--- config.mk ---
export PLATFORM = sky130hd
export DESIGN_NAME = epoch_to_calendar_top
export DESIGN_NICKNAME = d
export VERILOG_FILES = /design/src/rtl/edc_pkg.sv /design/src/rtl/epoch_to_calendar_top.sv /design/src/rtl/edc_ctrl.sv /design/src/rtl/edc_dp.sv
export SDC_FILE = /design/constraint.sdc
export NUM_CORES = 2
export LEC_CHECK = 0
export BUFFER_PORTS_ARGS = -buffer_cell sky130_fd_sc_hd__buf_2
export CAP_MARGIN = 20
export CORE_MARGIN = 3
export CORE_UTILIZATION = 45
export CTS_BUF_LIST = sky130_fd_sc_hd__clkbuf_4
export DETAILED_ROUTE_END_ITERATION = 10
export PLACE_DENSITY = 0.62
export SKIP_LAST_GASP = 1
export SYNTH_ARGS = -nofsm -noshare
export SYNTH_HDL_FRONTEND = slang
export SYNTH_HIERARCHICAL = 1
export SYNTH_SLANG_ARGS = --single-unit
--- constraint.sdc ---
create_clock -name clk_i -period 7.7 [get_ports clk_i]
set_input_delay 1.155 -clock clk_i [delete_from_list [all_inputs] [get_ports clk_i]]
set_output_delay 1.155 -clock clk_i [all_outputs]
set_load 0.02 [all_outputs]
--- src/rtl/edc_pkg.sv ---
`timescale 1ns / 1ps
// ----------------------------------------------------------------------------
// edc_pkg: shared types and constants for epoch_to_calendar
// Controller states, divide phases, command/status bundles, calendar tables.
// ----------------------------------------------------------------------------
package edc_pkg;

  localparam int unsigned EpochW    = 32;  // input seconds
  localparam int unsigned DayW      = 16;  // whole days since 1970, max 49710
  localparam int unsigned RemW      = 6;   // largest divisor is 60
  localparam int unsigned CntW      = 1;   // multiply cycle, then remainder cycle
  localparam int unsigned YoffW     = 8;   // years since 1970, max 136
  localparam int unsigned OutDataW  = 40;  // 36 field bits padded to bytes

  localparam logic [YoffW-1:0] YoffCentLo = 8'd30;   // year 2000
  localparam logic [YoffW-1:0] YoffCentHi = 8'd129;  // year 2099
  localparam logic [YoffW-1:0] YoffNoLeap = 8'd130;  // year 2100, century not leap
  localparam logic [YoffW-1:0] YoffMax    = 8'd136;  // last year a 32-bit time reaches
  localparam logic [DayW-1:0]  WdayOfs    = 16'd4;   // 1970-01-01 was a Thursday
  localparam logic [3:0]       MonFeb     = 4'd2;
  localparam logic [3:0]       MonDec     = 4'd12;
  localparam logic [CntW-1:0]  DivSteps   = 1'b1;    // cycles before the wrap-up

  typedef enum logic [2:0] {
    S_IDLE,
    S_DIV,
    S_YEAR,
    S_MONTH,
    S_OUT
  } state_e;

  typedef enum logic [1:0] {
    PH_SEC,
    PH_MIN,
    PH_HOUR,
    PH_WDAY
  } phase_e;

  typedef struct packed {
    logic   load;
    logic   div_step;
    logic   div_end;
    phase_e phase;
    logic   year_step;
    logic   month_step;
    logic   out_load;
  } cmd_t;

  typedef struct packed {
    logic year_done;
    logic month_done;
  } sts_t;

  // divisor of each phase
  function automatic logic [RemW-1:0] div_of(input phase_e ph);
    logic [RemW-1:0] d;
    unique case (ph)
      PH_SEC:  d = 6'd60;
      PH_MIN:  d = 6'd60;
      PH_HOUR: d = 6'd24;
      PH_WDAY: d = 6'd7;
      default: d = 6'd60;
    endcase
    return d;
  endfunction

  // reciprocal of each divisor, exact over that phase's dividend range
  function automatic logic [EpochW-1:0] recip_of(input phase_e ph);
    logic [EpochW-1:0] k;
    unique case (ph)
      PH_SEC:  k = 32'h8888_8889;  // 2^37 / 60, rounded up
      PH_MIN:  k = 32'h8888_8889;
      PH_HOUR: k = 32'hAAAA_AAAB;  // 2^36 / 24, rounded up
      PH_WDAY: k = 32'd74899;      // 2^19 / 7, rounded up, 16-bit dividend
      default: k = 32'h8888_8889;
    endcase
    return k;
  endfunction

  // Gregorian leap rule over 1970..2106: only century in range that is not
  // leap is 2100 (2000 is a multiple of 400)
  function automatic logic is_leap_off(input logic [YoffW-1:0] yoff);
    return (yoff[1:0] == 2'd2) && (yoff != YoffNoLeap);
  endfunction

  function automatic logic [4:0] month_len(input logic [3:0] mon);
    logic [4:0] l;
    unique case (mon)
      4'd1, 4'd3, 4'd5, 4'd7, 4'd8, 4'd10, 4'd12: l = 5'd31;
      4'd4, 4'd6, 4'd9, 4'd11:                     l = 5'd30;
      4'd2:                                        l = 5'd28;
      default:                                     l = 5'd0;
    endcase
    return l;
  endfunction

endpackage

--- src/rtl/epoch_to_calendar_top.sv ---
`timescale 1ns / 1ps
// ----------------------------------------------------------------------------
// epoch_to_calendar_top: Unix time to Gregorian calendar fields
// 32-bit seconds since 1970-01-01 UTC in, time of day, weekday, date and
// year within 2000..2099 (with out-of-range flag) out.
// ----------------------------------------------------------------------------
//
//  channel   dir  beat contents
//  --------  ---  ---------------------------------------------------------
//  s_axis    in   tdata[31:0] epoch_seconds
//  m_axis    out  tdata: sec, min, hour, weekday, day, month, year; tuser: oor
//
//  One beat passes through the shared divider (per phase a reciprocal
//  multiply step and a remainder step), a year walk step per year since
//  1970 plus a final check, a month walk step per month passed plus a final
//  check, a result load and an idle state in which the next beat is taken.
//  Reset clears only the controller and the output valid flag.
//  s_axis_tready_o is high only while the datapath is idle. A finished result
//  sits in the output register; the next beat is taken while it waits, and
//  the controller holds its next result back until m_axis takes the first.
//
module epoch_to_calendar_top (
  input  logic                          clk_i,
  input  logic                          rst_ni,
  input  logic                          s_axis_tvalid_i,
  output logic                          s_axis_tready_o,
  input  logic [edc_pkg::EpochW-1:0]    s_axis_tdata_i,   // [31:0] epoch_seconds
  output logic                          m_axis_tvalid_o,
  input  logic                          m_axis_tready_i,
  // [5:0] second_of_minute, [11:6] minute_of_hour, [16:12] hour_of_day,
  // [19:17] day_of_week, [24:20] day_of_month, [28:25] month_number,
  // [35:29] year_in_century, [39:36] zero
  output logic [edc_pkg::OutDataW-1:0]  m_axis_tdata_o,
  output logic                          m_axis_tuser_o    // [0] out_of_range
);
  import edc_pkg::*;

  cmd_t cmd;
  sts_t sts;

  edc_ctrl u_ctrl (
    .clk_i       (clk_i),
    .rst_ni      (rst_ni),
    .in_valid_i  (s_axis_tvalid_i),
    .in_ready_o  (s_axis_tready_o),
    .out_valid_o (m_axis_tvalid_o),
    .out_ready_i (m_axis_tready_i),
    .sts_i       (sts),
    .cmd_o       (cmd)
  );

  edc_dp u_dp (
    .clk_i      (clk_i),
    .rst_ni     (rst_ni),
    .cmd_i      (cmd),
    .sts_o      (sts),
    .epoch_i    (s_axis_tdata_i),
    .out_data_o (m_axis_tdata_o),
    .out_oor_o  (m_axis_tuser_o)
  );

endmodule

--- src/rtl/edc_ctrl.sv ---
`timescale 1ns / 1ps
// ----------------------------------------------------------------------------
// edc_ctrl: conversion sequencer
// Steps the shared divider through its phases, then the year and month walks,
// and owns the output valid flag.
// ----------------------------------------------------------------------------
module edc_ctrl (
  input  logic          clk_i,
  input  logic          rst_ni,
  input  logic          in_valid_i,
  output logic          in_ready_o,
  output logic          out_valid_o,
  input  logic          out_ready_i,
  input  edc_pkg::sts_t sts_i,
  output edc_pkg::cmd_t cmd_o
);
  import edc_pkg::*;

  state_e          state_q, state_d;
  phase_e          phase_q, phase_d;
  logic [CntW-1:0] cnt_q, cnt_d;
  logic            ovalid_q, ovalid_d;
  logic            out_free;

  assign out_free = !ovalid_q || out_ready_i;

  // next state
  always_comb begin
    state_d = state_q;
    phase_d = phase_q;
    cnt_d   = cnt_q;
    unique case (state_q)
      S_IDLE: begin
        if (in_valid_i) begin
          state_d = S_DIV;
          phase_d = PH_SEC;
          cnt_d   = DivSteps;
        end
      end
      S_DIV: begin
        if (cnt_q != '0) begin
          cnt_d = cnt_q - 1'b1;
        end else begin
          unique case (phase_q)
            PH_SEC:  phase_d = PH_MIN;
            PH_MIN:  phase_d = PH_HOUR;
            PH_HOUR: phase_d = PH_WDAY;
            PH_WDAY: phase_d = PH_WDAY;
            default: phase_d = PH_SEC;
          endcase
          cnt_d = DivSteps;
          if (phase_q == PH_WDAY) state_d = S_YEAR;
        end
      end
      S_YEAR:  if (sts_i.year_done) state_d = S_MONTH;
      S_MONTH: if (sts_i.month_done) state_d = S_OUT;
      S_OUT:   if (out_free) state_d = S_IDLE;
      default: state_d = S_IDLE;
    endcase
  end

  // outputs
  always_comb begin
    cmd_o       = '0;
    cmd_o.phase = phase_q;
    in_ready_o  = 1'b0;
    unique case (state_q)
      S_IDLE: begin
        in_ready_o = 1'b1;
        cmd_o.load = in_valid_i;
      end
      S_DIV: begin
        cmd_o.div_step = (cnt_q != '0);
        cmd_o.div_end  = (cnt_q == '0);
      end
      S_YEAR:  cmd_o.year_step  = !sts_i.year_done;
      S_MONTH: cmd_o.month_step = !sts_i.month_done;
      S_OUT:   cmd_o.out_load   = out_free;
      default: ;
    endcase
  end

  always_comb begin
    ovalid_d = ovalid_q;
    if (cmd_o.out_load)   ovalid_d = 1'b1;
    else if (out_ready_i) ovalid_d = 1'b0;
  end

  assign out_valid_o = ovalid_q;

  always_ff @(posedge clk_i or negedge rst_ni) begin
    if (!rst_ni) begin
      state_q  <= S_IDLE;
      phase_q  <= PH_SEC;
      cnt_q    <= '0;
      ovalid_q <= 1'b0;
    end else begin
      state_q  <= state_d;
      phase_q  <= phase_d;
      cnt_q    <= cnt_d;
      ovalid_q <= ovalid_d;
    end
  end

  // a held result is never overwritten
  a_no_overwrite: assert property (@(posedge clk_i) disable iff (!rst_ni)
    cmd_o.out_load |-> (!ovalid_q || out_ready_i))
    else $error("result overwritten while held");

  // an accepted beat starts the seconds division
  a_load_starts: assert property (@(posedge clk_i) disable iff (!rst_ni)
    (in_valid_i && in_ready_o) |=> (state_q == S_DIV && phase_q == PH_SEC
                                     && cnt_q == DivSteps))
    else $error("accept did not start division");

  // a result stays valid until the sink takes it
  a_valid_held: assert property (@(posedge clk_i) disable iff (!rst_ni)
    (ovalid_q && !out_ready_i) |=> ovalid_q)
    else $error("result dropped before taken");

endmodule

--- src/rtl/edc_dp.sv ---
`timescale 1ns / 1ps
// ----------------------------------------------------------------------------
// edc_dp: conversion datapath
// Reciprocal-multiply divider for /60 /60 /24 and mod 7, year and month
// subtract walks, and the output register.
// ----------------------------------------------------------------------------
module edc_dp (
  input  logic                            clk_i,
  input  logic                            rst_ni,
  input  edc_pkg::cmd_t                   cmd_i,
  output edc_pkg::sts_t                   sts_o,
  input  logic [edc_pkg::EpochW-1:0]      epoch_i,
  output logic [edc_pkg::OutDataW-1:0]    out_data_o,
  output logic                            out_oor_o
);
  import edc_pkg::*;

  logic [EpochW-1:0] work_q;
  logic [EpochW-1:0] quot_q;
  logic [DayW-1:0]   days_q;
  logic [5:0]        sec_q, min_q;
  logic [4:0]        hr_q;
  logic [2:0]        wd_q;
  logic [YoffW-1:0]  yoff_q;
  logic [3:0]        mon_q;

  logic [5:0] o_sec_q, o_min_q;
  logic [4:0] o_hr_q, o_dom_q;
  logic [2:0] o_wd_q;
  logic [3:0] o_mon_q;
  logic [6:0] o_yic_q;
  logic       o_oor_q;

  // divider: quotient by reciprocal multiply, remainder on the next cycle
  logic [2*EpochW-1:0] prod;
  logic [EpochW-1:0]   quot_n;
  logic [EpochW-1:0]   back;
  logic [EpochW-1:0]   diff;
  logic [RemW-1:0]     rem_n;

  // year and month walks
  logic       leap;
  logic [8:0] ylen;
  logic [4:0] mlen;
  logic       oor;

  assign prod = {{EpochW{1'b0}}, work_q} * {{EpochW{1'b0}}, recip_of(cmd_i.phase)};

  always_comb begin
    unique case (cmd_i.phase)
      PH_SEC, PH_MIN: quot_n = {5'd0, prod[63:37]};
      PH_HOUR:        quot_n = {4'd0, prod[63:36]};
      PH_WDAY:        quot_n = prod[50:19];
      default:        quot_n = {5'd0, prod[63:37]};
    endcase
  end

  assign back  = quot_q * {{(EpochW-RemW){1'b0}}, div_of(cmd_i.phase)};
  assign diff  = work_q - back;
  assign rem_n = diff[RemW-1:0];

  assign leap = is_leap_off(yoff_q);
  assign ylen = leap ? 9'd366 : 9'd365;
  assign mlen = month_len(mon_q) + {4'd0, (mon_q == MonFeb) && leap};
  assign sts_o.year_done  = (days_q < {7'd0, ylen});
  assign sts_o.month_done = (mon_q == MonDec) || (days_q < {11'd0, mlen});
  assign oor = (yoff_q < YoffCentLo) || (yoff_q > YoffCentHi);

  always_ff @(posedge clk_i) begin
    if (cmd_i.load) begin
      work_q <= epoch_i;
      yoff_q <= '0;
      mon_q  <= 4'd1;
    end
    if (cmd_i.div_step) begin
      quot_q <= quot_n;
    end
    if (cmd_i.div_end) begin
      unique case (cmd_i.phase)
        PH_SEC: begin
          sec_q  <= rem_n;
          work_q <= quot_q;
        end
        PH_MIN: begin
          min_q  <= rem_n;
          work_q <= quot_q;
        end
        PH_HOUR: begin
          hr_q   <= rem_n[4:0];
          days_q <= quot_q[DayW-1:0];
          work_q <= {{(EpochW-DayW){1'b0}}, quot_q[DayW-1:0] + WdayOfs};
        end
        PH_WDAY: wd_q <= rem_n[2:0] + 3'd1;
        default: ;
      endcase
    end
    if (cmd_i.year_step) begin
      days_q <= days_q - {7'd0, ylen};
      yoff_q <= yoff_q + 1'b1;
    end
    if (cmd_i.month_step) begin
      days_q <= days_q - {11'd0, mlen};
      mon_q  <= mon_q + 1'b1;
    end
    if (cmd_i.out_load) begin
      o_sec_q <= sec_q;
      o_min_q <= min_q;
      o_hr_q  <= hr_q;
      o_wd_q  <= wd_q;
      o_dom_q <= days_q[4:0] + 5'd1;
      o_mon_q <= mon_q;
      o_yic_q <= oor ? 7'd0 : 7'(yoff_q - YoffCentLo);
      o_oor_q <= oor;
    end
  end

  assign out_data_o = {4'd0, o_yic_q, o_mon_q, o_dom_q, o_wd_q, o_hr_q, o_min_q, o_sec_q};
  assign out_oor_o  = o_oor_q;

  a_yoff_bound: assert property (@(posedge clk_i) disable iff (!rst_ni)
    cmd_i.year_step |-> (yoff_q < YoffMax))
    else $error("year walk past 2106");

  a_mon_bound: assert property (@(posedge clk_i) disable iff (!rst_ni)
    cmd_i.month_step |-> (mon_q >= 4'd1 && mon_q < MonDec))
    else $error("month walk out of range");

  a_month_fits: assert property (@(posedge clk_i) disable iff (!rst_ni)
    cmd_i.out_load |-> (days_q < 16'd31))
    else $error("day of month out of range at output");

endmodule
# --- Word level (Yosys, flattened, before mapping) ---
# Memory sizes are Yosys's and may differ from the RTL's. A register that Yosys moved wholly into a read port is not among the register bits.
# Cells that the tools add are included.
totals:
  regBits: 156
  romBits: 80
  inputBits: 36
  out_inout_bits: 43
  elab_cells: 121
  memories: 1
mem_list:
  columns: ["name", "words", "word_bits", "read_ports", "rd_ports_with_merged_regs", "write_ports", "line_no", "text"]
  rows:
  - ["(no name shown)", 16, 5, 1, 1, 0, "edc_pkg.sv:88", "unique case (mon)"]
classes:
  add_sub_neg: 11
  multipliers: 2
  order_cmp: 4
  eq_ne: 17
  n_mux: 38
  bitwise: 1
  reduce_logical: 26
ops:
  columns: ["cell", "n"]
  rows:
  - ["$pmux W32 S3", 2]
  - ["$mul A32 B32 Y64", 1]
  - ["$mux W16", 4]
  - ["$mux W32", 2]
  - ["$pmux W32 S2", 1]
  - ["$mul A32 B6 Y6", 1]
  - ["$mux W3", 6]
  - ["$pmux W6 S3", 1]
  - ["$add A16 B3 Y16 const B", 1]
  - ["$lt A16 B5 Y1", 1]
  - ["$lt A16 B9 Y1", 1]
  - ["$mux W8", 2]
  - ["$sub A16 B5 Y16", 1]
  - ["$sub A16 B9 Y16", 1]
  - ["$pmux W3 S5", 1]
  - ["$mux W4", 3]
  - ["$reduce_and A2 Y1", 6]
  - ["$mux W1", 9]
  - ["$add A8 B1 Y8 const B", 1]
  - ["$gt A8 B8 Y1 const B", 1]
  - ["$lt A8 B5 Y1 const B", 1]
  - ["$mux W2", 4]
  - ["$ne A2 B1 Y1 const B", 4]
  - ["$ne A8 B8 Y1 const B", 1]
  - ["29 further kinds", 43]

# --- Depth between registers and ports, before layout ---
depth:
  depth_word: 10
  ltp_mapped: 33
  mapped_depth_nobuf: 30

# --- Hierarchy ---
# The synthesis kept the hierarchy.
modules_own_cells:
  columns: ["module", "n_inst", "cells_per_inst", "area_per_inst_um2", "seq_area_each_um2"]
  rows:
  - ["edc_dp", 1, 3141, 30475.5, 4214.0]
  - ["edc_ctrl", 1, 45, 434.2, 175.2]

# --- Worst setup path before layout ---
# OpenSTA, ideal clock, no wires.
synth_path:
  kind: "register to register"
  from: "register u_ctrl.phase_q[1]"
  to: "register u_dp.quot_q[26] (data pin)"
  setup_ps: 261
  arrival_time_ps: 8131
  required_time_ps: 7439
  slack_ps: -692
  path_stages_with_launch: 30
  n_path_buf: 6
  synth_period_minus_slack_ps: 8392
  cell_sequence: "dfrtp_1 buf_4 clkbuf_1 clkbuf_1 clkbuf_1 clkbuf_1 nand2_1 nor2_1 ha_1 fa_1 inv_1 fa_1 fa_1 inv_1 fa_1 fa_1 fa_1 inv_1 fa_1 inv_1 ha_1 buf_2 nand4_1 o41a_1 and3b_4 a2111oi_4 nand2b_4 o211ai_2 o311a_1 a221o_1"
synth_via:
  elab_chain_len: 5
  elab_cells_between_ends: 8
  classes_between: "mul (1); eq/ne (3); mux (2); reduce/logical (2)"
synth_lines:
  columns: ["item", "line_no", "text"]
  rows:
  - ["start, declared", "edc_ctrl.sv:20", "phase_e phase_q, phase_d;"]
  - ["start signal, assigned", "edc_ctrl.sv:99", "phase_q <= phase_d;"]
  - ["$eq A2 B1 Y1 / $logic_not A2 Y1 (equally long branches)", "edc_pkg.sv:70, edc_dp.sv:50", null]
  - ["$reduce_or A2 Y1 (no source line)", null, null]
  - ["$pmux W32 S3", "edc_pkg.sv:70", "unique case (ph)"]
  - ["$mul A32 B32 Y64", "edc_dp.sv:47", "assign prod = {{EpochW{1'b0}}, work_q} * {{EpochW{1'b0}}, recip_of(cmd_i.phase)};"]
  - ["$pmux W32 S3 *", "edc_dp.sv:50", "unique case (cmd_i.phase)"]
  - ["via u_dp.quot_n[26]", "edc_dp.sv:36", "logic [EpochW-1:0] quot_n;"]
  - ["end signal, assigned", "edc_dp.sv:76", "quot_q <= quot_n;"]
  - ["end, declared", "edc_dp.sv:19", "logic [EpochW-1:0] quot_q;"]
# The timed path passes the listed nets; every way through them passes the cells marked *. The select of a mux whose other input is x is not followed.
# A chain may end at the register's enable or synchronous reset.

# --- Final worst setup path ---
# Same ends and word-level chain as after synthesis.

==> parameters.txt <==
Parameter                              Value

Clocking
  H-tree levels    4
  Clock-pin slew on the worst setup and hold paths    0.17 ns
  Hold Buf Count CTS    0
  Cell at the root of the clock tree    sky130_fd_sc_hd__clkbuf_4
  TritonCTS clock tree    yes
  CTS buffer count    17
  Total number of clock tree sinks    159
  Worst-Skew Late Latency    0.61 ns
  Number of buffers on the longest clock path    2

Placement
  DP Worst Slack    -0.1773 ns
  DP Wirelength    88010 um
  Weighted congestion at the end of routability-driven global placement    between 1 and 1.5
  Port buffer count    74

Global route
  Remaining global-route overflow    0
  Via count of the first global-routing pass    24480
  Gr busiest metal    met2
  Number of antenna violations at the first check in global routing    2
  Global-route track usage on met1    37.54%
  Pin count of the biggest net entering global routing    47
  First-pass GRT wire length    148500 um
  Met3 track demand over resource in global routing    around 3.3%
  Met2 global-route usage    between 40% and 50%
  Overall fraction of global-route tracks in use    28.11%

Worst setup path
  Req. time, crit path    8.06 ns
  Crit path max fanout    7
  Kind of end point of the critical path    flop
  Critical Setup Path Class    flop to flop
  Arrival time of the worst setup path    8.19 ns
  Type of element launching the critical path    flop

Floorplanning
  FP Rows    95
  Y dimension of the die    268.1 um
  Initial cell density of the core    45.70%
  Core region area    0.06763 sq mm
  Die width    between 200 and 300 um
  I/O pin cnt    79
  Die Footprint    about 0.072 sq mm

Timing
  Actual slew at the worst max-slew pin    about 0.85 ns
  Minimum hold slack    0.3756 ns
  RSZ-0062 raised after global routing    true
  Time the final worst path needs with I/O delays and setup    7.831 ns
  Share of the cycle needed by the critical path after routing    101.7%
  Final number of max-transition violations    0
  Max Clock Skew    0.03436 ns
  Final hold vios    0
  Max transition margin    a little over two fifths
  FMAX    around 130 MHz
  Final setup fails    20
  Worst Slack Setup Final    -0.1306 ns

Logic synthesis
  Fraction of registers with async set/reset    4.403%
  FF+latch count, synth    159
  Number of synthesis warnings    6
  Prevailing post-synth register cell    sky130_fd_sc_hd__edfxtp_1
  Number of enable flip-flop cells after synthesis    around 120
  Synth Area in Compound Gates    8.594%
  Simple-gate share of the synthesized area    8.869%
  Largest family of logic cells by synthesized area    adder cells
  Multiplexer share of the synthesized area    1.886%
  Post-synthesis instance area    0.03091 sq mm
  Synthesized netlist cell count    3186
  Number of library cell types mapped by synthesis    99
  Fraction of the yosys area taken by sequential cells    14.20%
  Mean instance size in the synthesized netlist    about 9.7 sq um
  Adder-Cell Fraction of Synth Area    between 50% and 60%
  Xor/xnor cell area share of the yosys netlist    3.684%

Route
  Total number of vias    23930
  Final Routed Wirelength    100700 um
  Remaining antenna violation count after routing    0
  Number of DRC markers after the initial detailed-route iteration    1839
  DR pass1 iterations    8
  Per-cell via count in the routed design    roughly 5.3
  Post-detailed-route DRC marker count    0
  Final routed wire length divided by cell count    22.34 um

Layout
  Final Net Count    between 4000 and 5000
  Area grow syn2layout    20.64%
  Area of all sequential standard cells    0.004397 sq mm
  Ratio of cells with drive above 1 in the final layout    roughly 23%
  Total area of multi-input combinational cells    0.02469 sq mm
  Fillers    6047

Min path
  Tightest Hold Check Type    input port to async pin

Outcome
  Result of the run    complete, but fails checks
  Violated checks    negative setup slack

Flow run
  Max-cap viol count    0
## what timing repair did
action	CTS	global route
pin swaps	40	109
cloned	0	4
gates resized for setup	93	217
endpoints found under the setup margin	28	32
setup buffers	6	30
hold endpoints to repair	0	0
## cell families (layout without fill, tap and decap cells)
| family | after synthesis | after routing |
|---|---|---|
| AO/OA/AOI/OAI | 399 | 399 |
| XOR/XNOR | 130 | 130 |
| adder cells (fa/ha/maj) | 974 | 974 |
| buffers and inverters | 887 | 1324 |
| flip-flops | 159 | 159 |
| multiplexers | 58 | 58 |
| other | 1 | 14 |
| AND/OR/NAND/NOR | 578 | 578 |
## metrics by stage
stage,TNS [ns],area (sq um),utilization (%),cells
2_1_floorplan,-0.003808,31210,-,3198
3_3_place_gp,-2.448,35170,52.00,4437
3_5_place_dp,-2.271,35170,52.00,4437
4_1_cts,-0.1401,35960,53.17,4475
5_1_grt,-5.421,37290,55.13,4509
6_report,-1.024,37290,55.13,4509
## cells in the final DEF, fill, tap and decap left out, drive strengths merged, types with 59 or more instances in the layout
cell / n
a21oi: 119
and2: 59
buf: 501
xnor2: 83
ha: 466
nor2: 153
inv: 791
o21ai: 108
edfxtp: 117
fa: 508
nand2: 204
## cells in the mapped netlist, drive strengths merged (9+ instances only)
cell / number / area share, %
or3: 11 / 0.22
inv: 784 / 9.5
o211ai: 13 / 0.38
a211oi: 12 / 0.31
dfxtp: 35 / 2.3
clkbuf: 66 / 0.80
mux2i: 56 / 1.8
a31oi: 12 / 0.24
and3: 33 / 0.67
buf: 34 / 0.63
a21o: 38 / 0.92
o21bai: 12 / 0.30
o22ai: 9 / 0.22
nand2: 204 / 2.5
and2: 59 / 1.2
o21ai: 108 / 1.8
o21a: 13 / 0.32
xnor2: 83 / 2.4
fa: 508 / 33
ha: 466 / 19
nand3: 28 / 0.45
nor2: 153 / 1.9
xor2: 47 / 1.3
nand4: 16 / 0.36
nor2b: 18 / 0.36
a21oi: 119 / 1.9
edfxtp: 117 / 11
nor3: 24 / 0.40
## registers in the layout (all words and copies together) (netlist names), 6 cells and up, named ones only
register / flops
u_dp/o_min_q: 6
u_dp/quot_q: 32
u_dp/work_q: 32
u_dp/days_q: 16
u_dp/yoff_q: 8
u_dp/min_q: 6
u_dp/o_yic_q: 7
u_dp/o_sec_q: 6
u_dp/sec_q: 6
## area by class of cell
type,instances,share of cell area [%]
clock inverters,14,0.3456
repair buffers,505,10.40
multi-input cells,2152,66.21
inverters,787,7.949
flip-flops and latches,159,11.79
well taps,873,2.929
clock buffers,18,0.3624
diodes,1,0.006711
## metal layers
metal / share of wire (%) / wire length, um / vias up
li1: - / - / 10970
met2: 46 / 46620 / 899
met4: 6.0 / 6050 / 0
met1: 42 / 41940 / 11830
met5: 0 / 0 / -
met3: 6.1 / 6122 / 237
## critical path, cell delays in order (launching register included)
cell	delay, ns
sky130_fd_sc_hd__dfrtp_4	0.62
sky130_fd_sc_hd__buf_12	0.20
sky130_fd_sc_hd__clkbuf_16	0.16
sky130_fd_sc_hd__nand2_4	0.09
sky130_fd_sc_hd__nor2_4	0.05
sky130_fd_sc_hd__ha_1	0.34
sky130_fd_sc_hd__fa_2	0.47
sky130_fd_sc_hd__fa_1	0.57
sky130_fd_sc_hd__inv_1	0.09
sky130_fd_sc_hd__fa_1	0.53
sky130_fd_sc_hd__inv_1	0.05
sky130_fd_sc_hd__fa_1	0.46
sky130_fd_sc_hd__fa_1	0.56
sky130_fd_sc_hd__fa_1	0.43
sky130_fd_sc_hd__fa_1	0.51
sky130_fd_sc_hd__ha_4	0.30
sky130_fd_sc_hd__o21ai_2	0.06
sky130_fd_sc_hd__o211ai_2	0.18
sky130_fd_sc_hd__a21oi_2	0.10
sky130_fd_sc_hd__o41a_1	0.43
sky130_fd_sc_hd__and3b_4	0.23
sky130_fd_sc_hd__a2111oi_4	0.37
sky130_fd_sc_hd__nand2b_4	0.22
sky130_fd_sc_hd__o211ai_2	0.07
sky130_fd_sc_hd__o311a_1	0.14
sky130_fd_sc_hd__a221o_1	0.31
## worst paths after layout
check	slack (ns)	depth (start not counted)	start	to
max reg2reg	-0.13	25	u_ctrl/phase_q[1]	u_dp/quot_q[26]
min	0.38	1	rst_ni	u_ctrl/phase_q[1]
min reg2reg	0.43	0	u_dp/min_q[3]	u_dp/o_min_q[3]
max	-0.13	25	u_ctrl/phase_q[1]	u_dp/quot_q[26]
min in group clk_i	0.43	0	u_dp/min_q[3]	u_dp/o_min_q[3]
max in group asynchronous	7.08	1	rst_ni	u_ctrl/state_q[0]
Power is left out: the tool's default activity adds up to more than one toggle a clock period on the data nets, which glitch-free logic cannot reach.
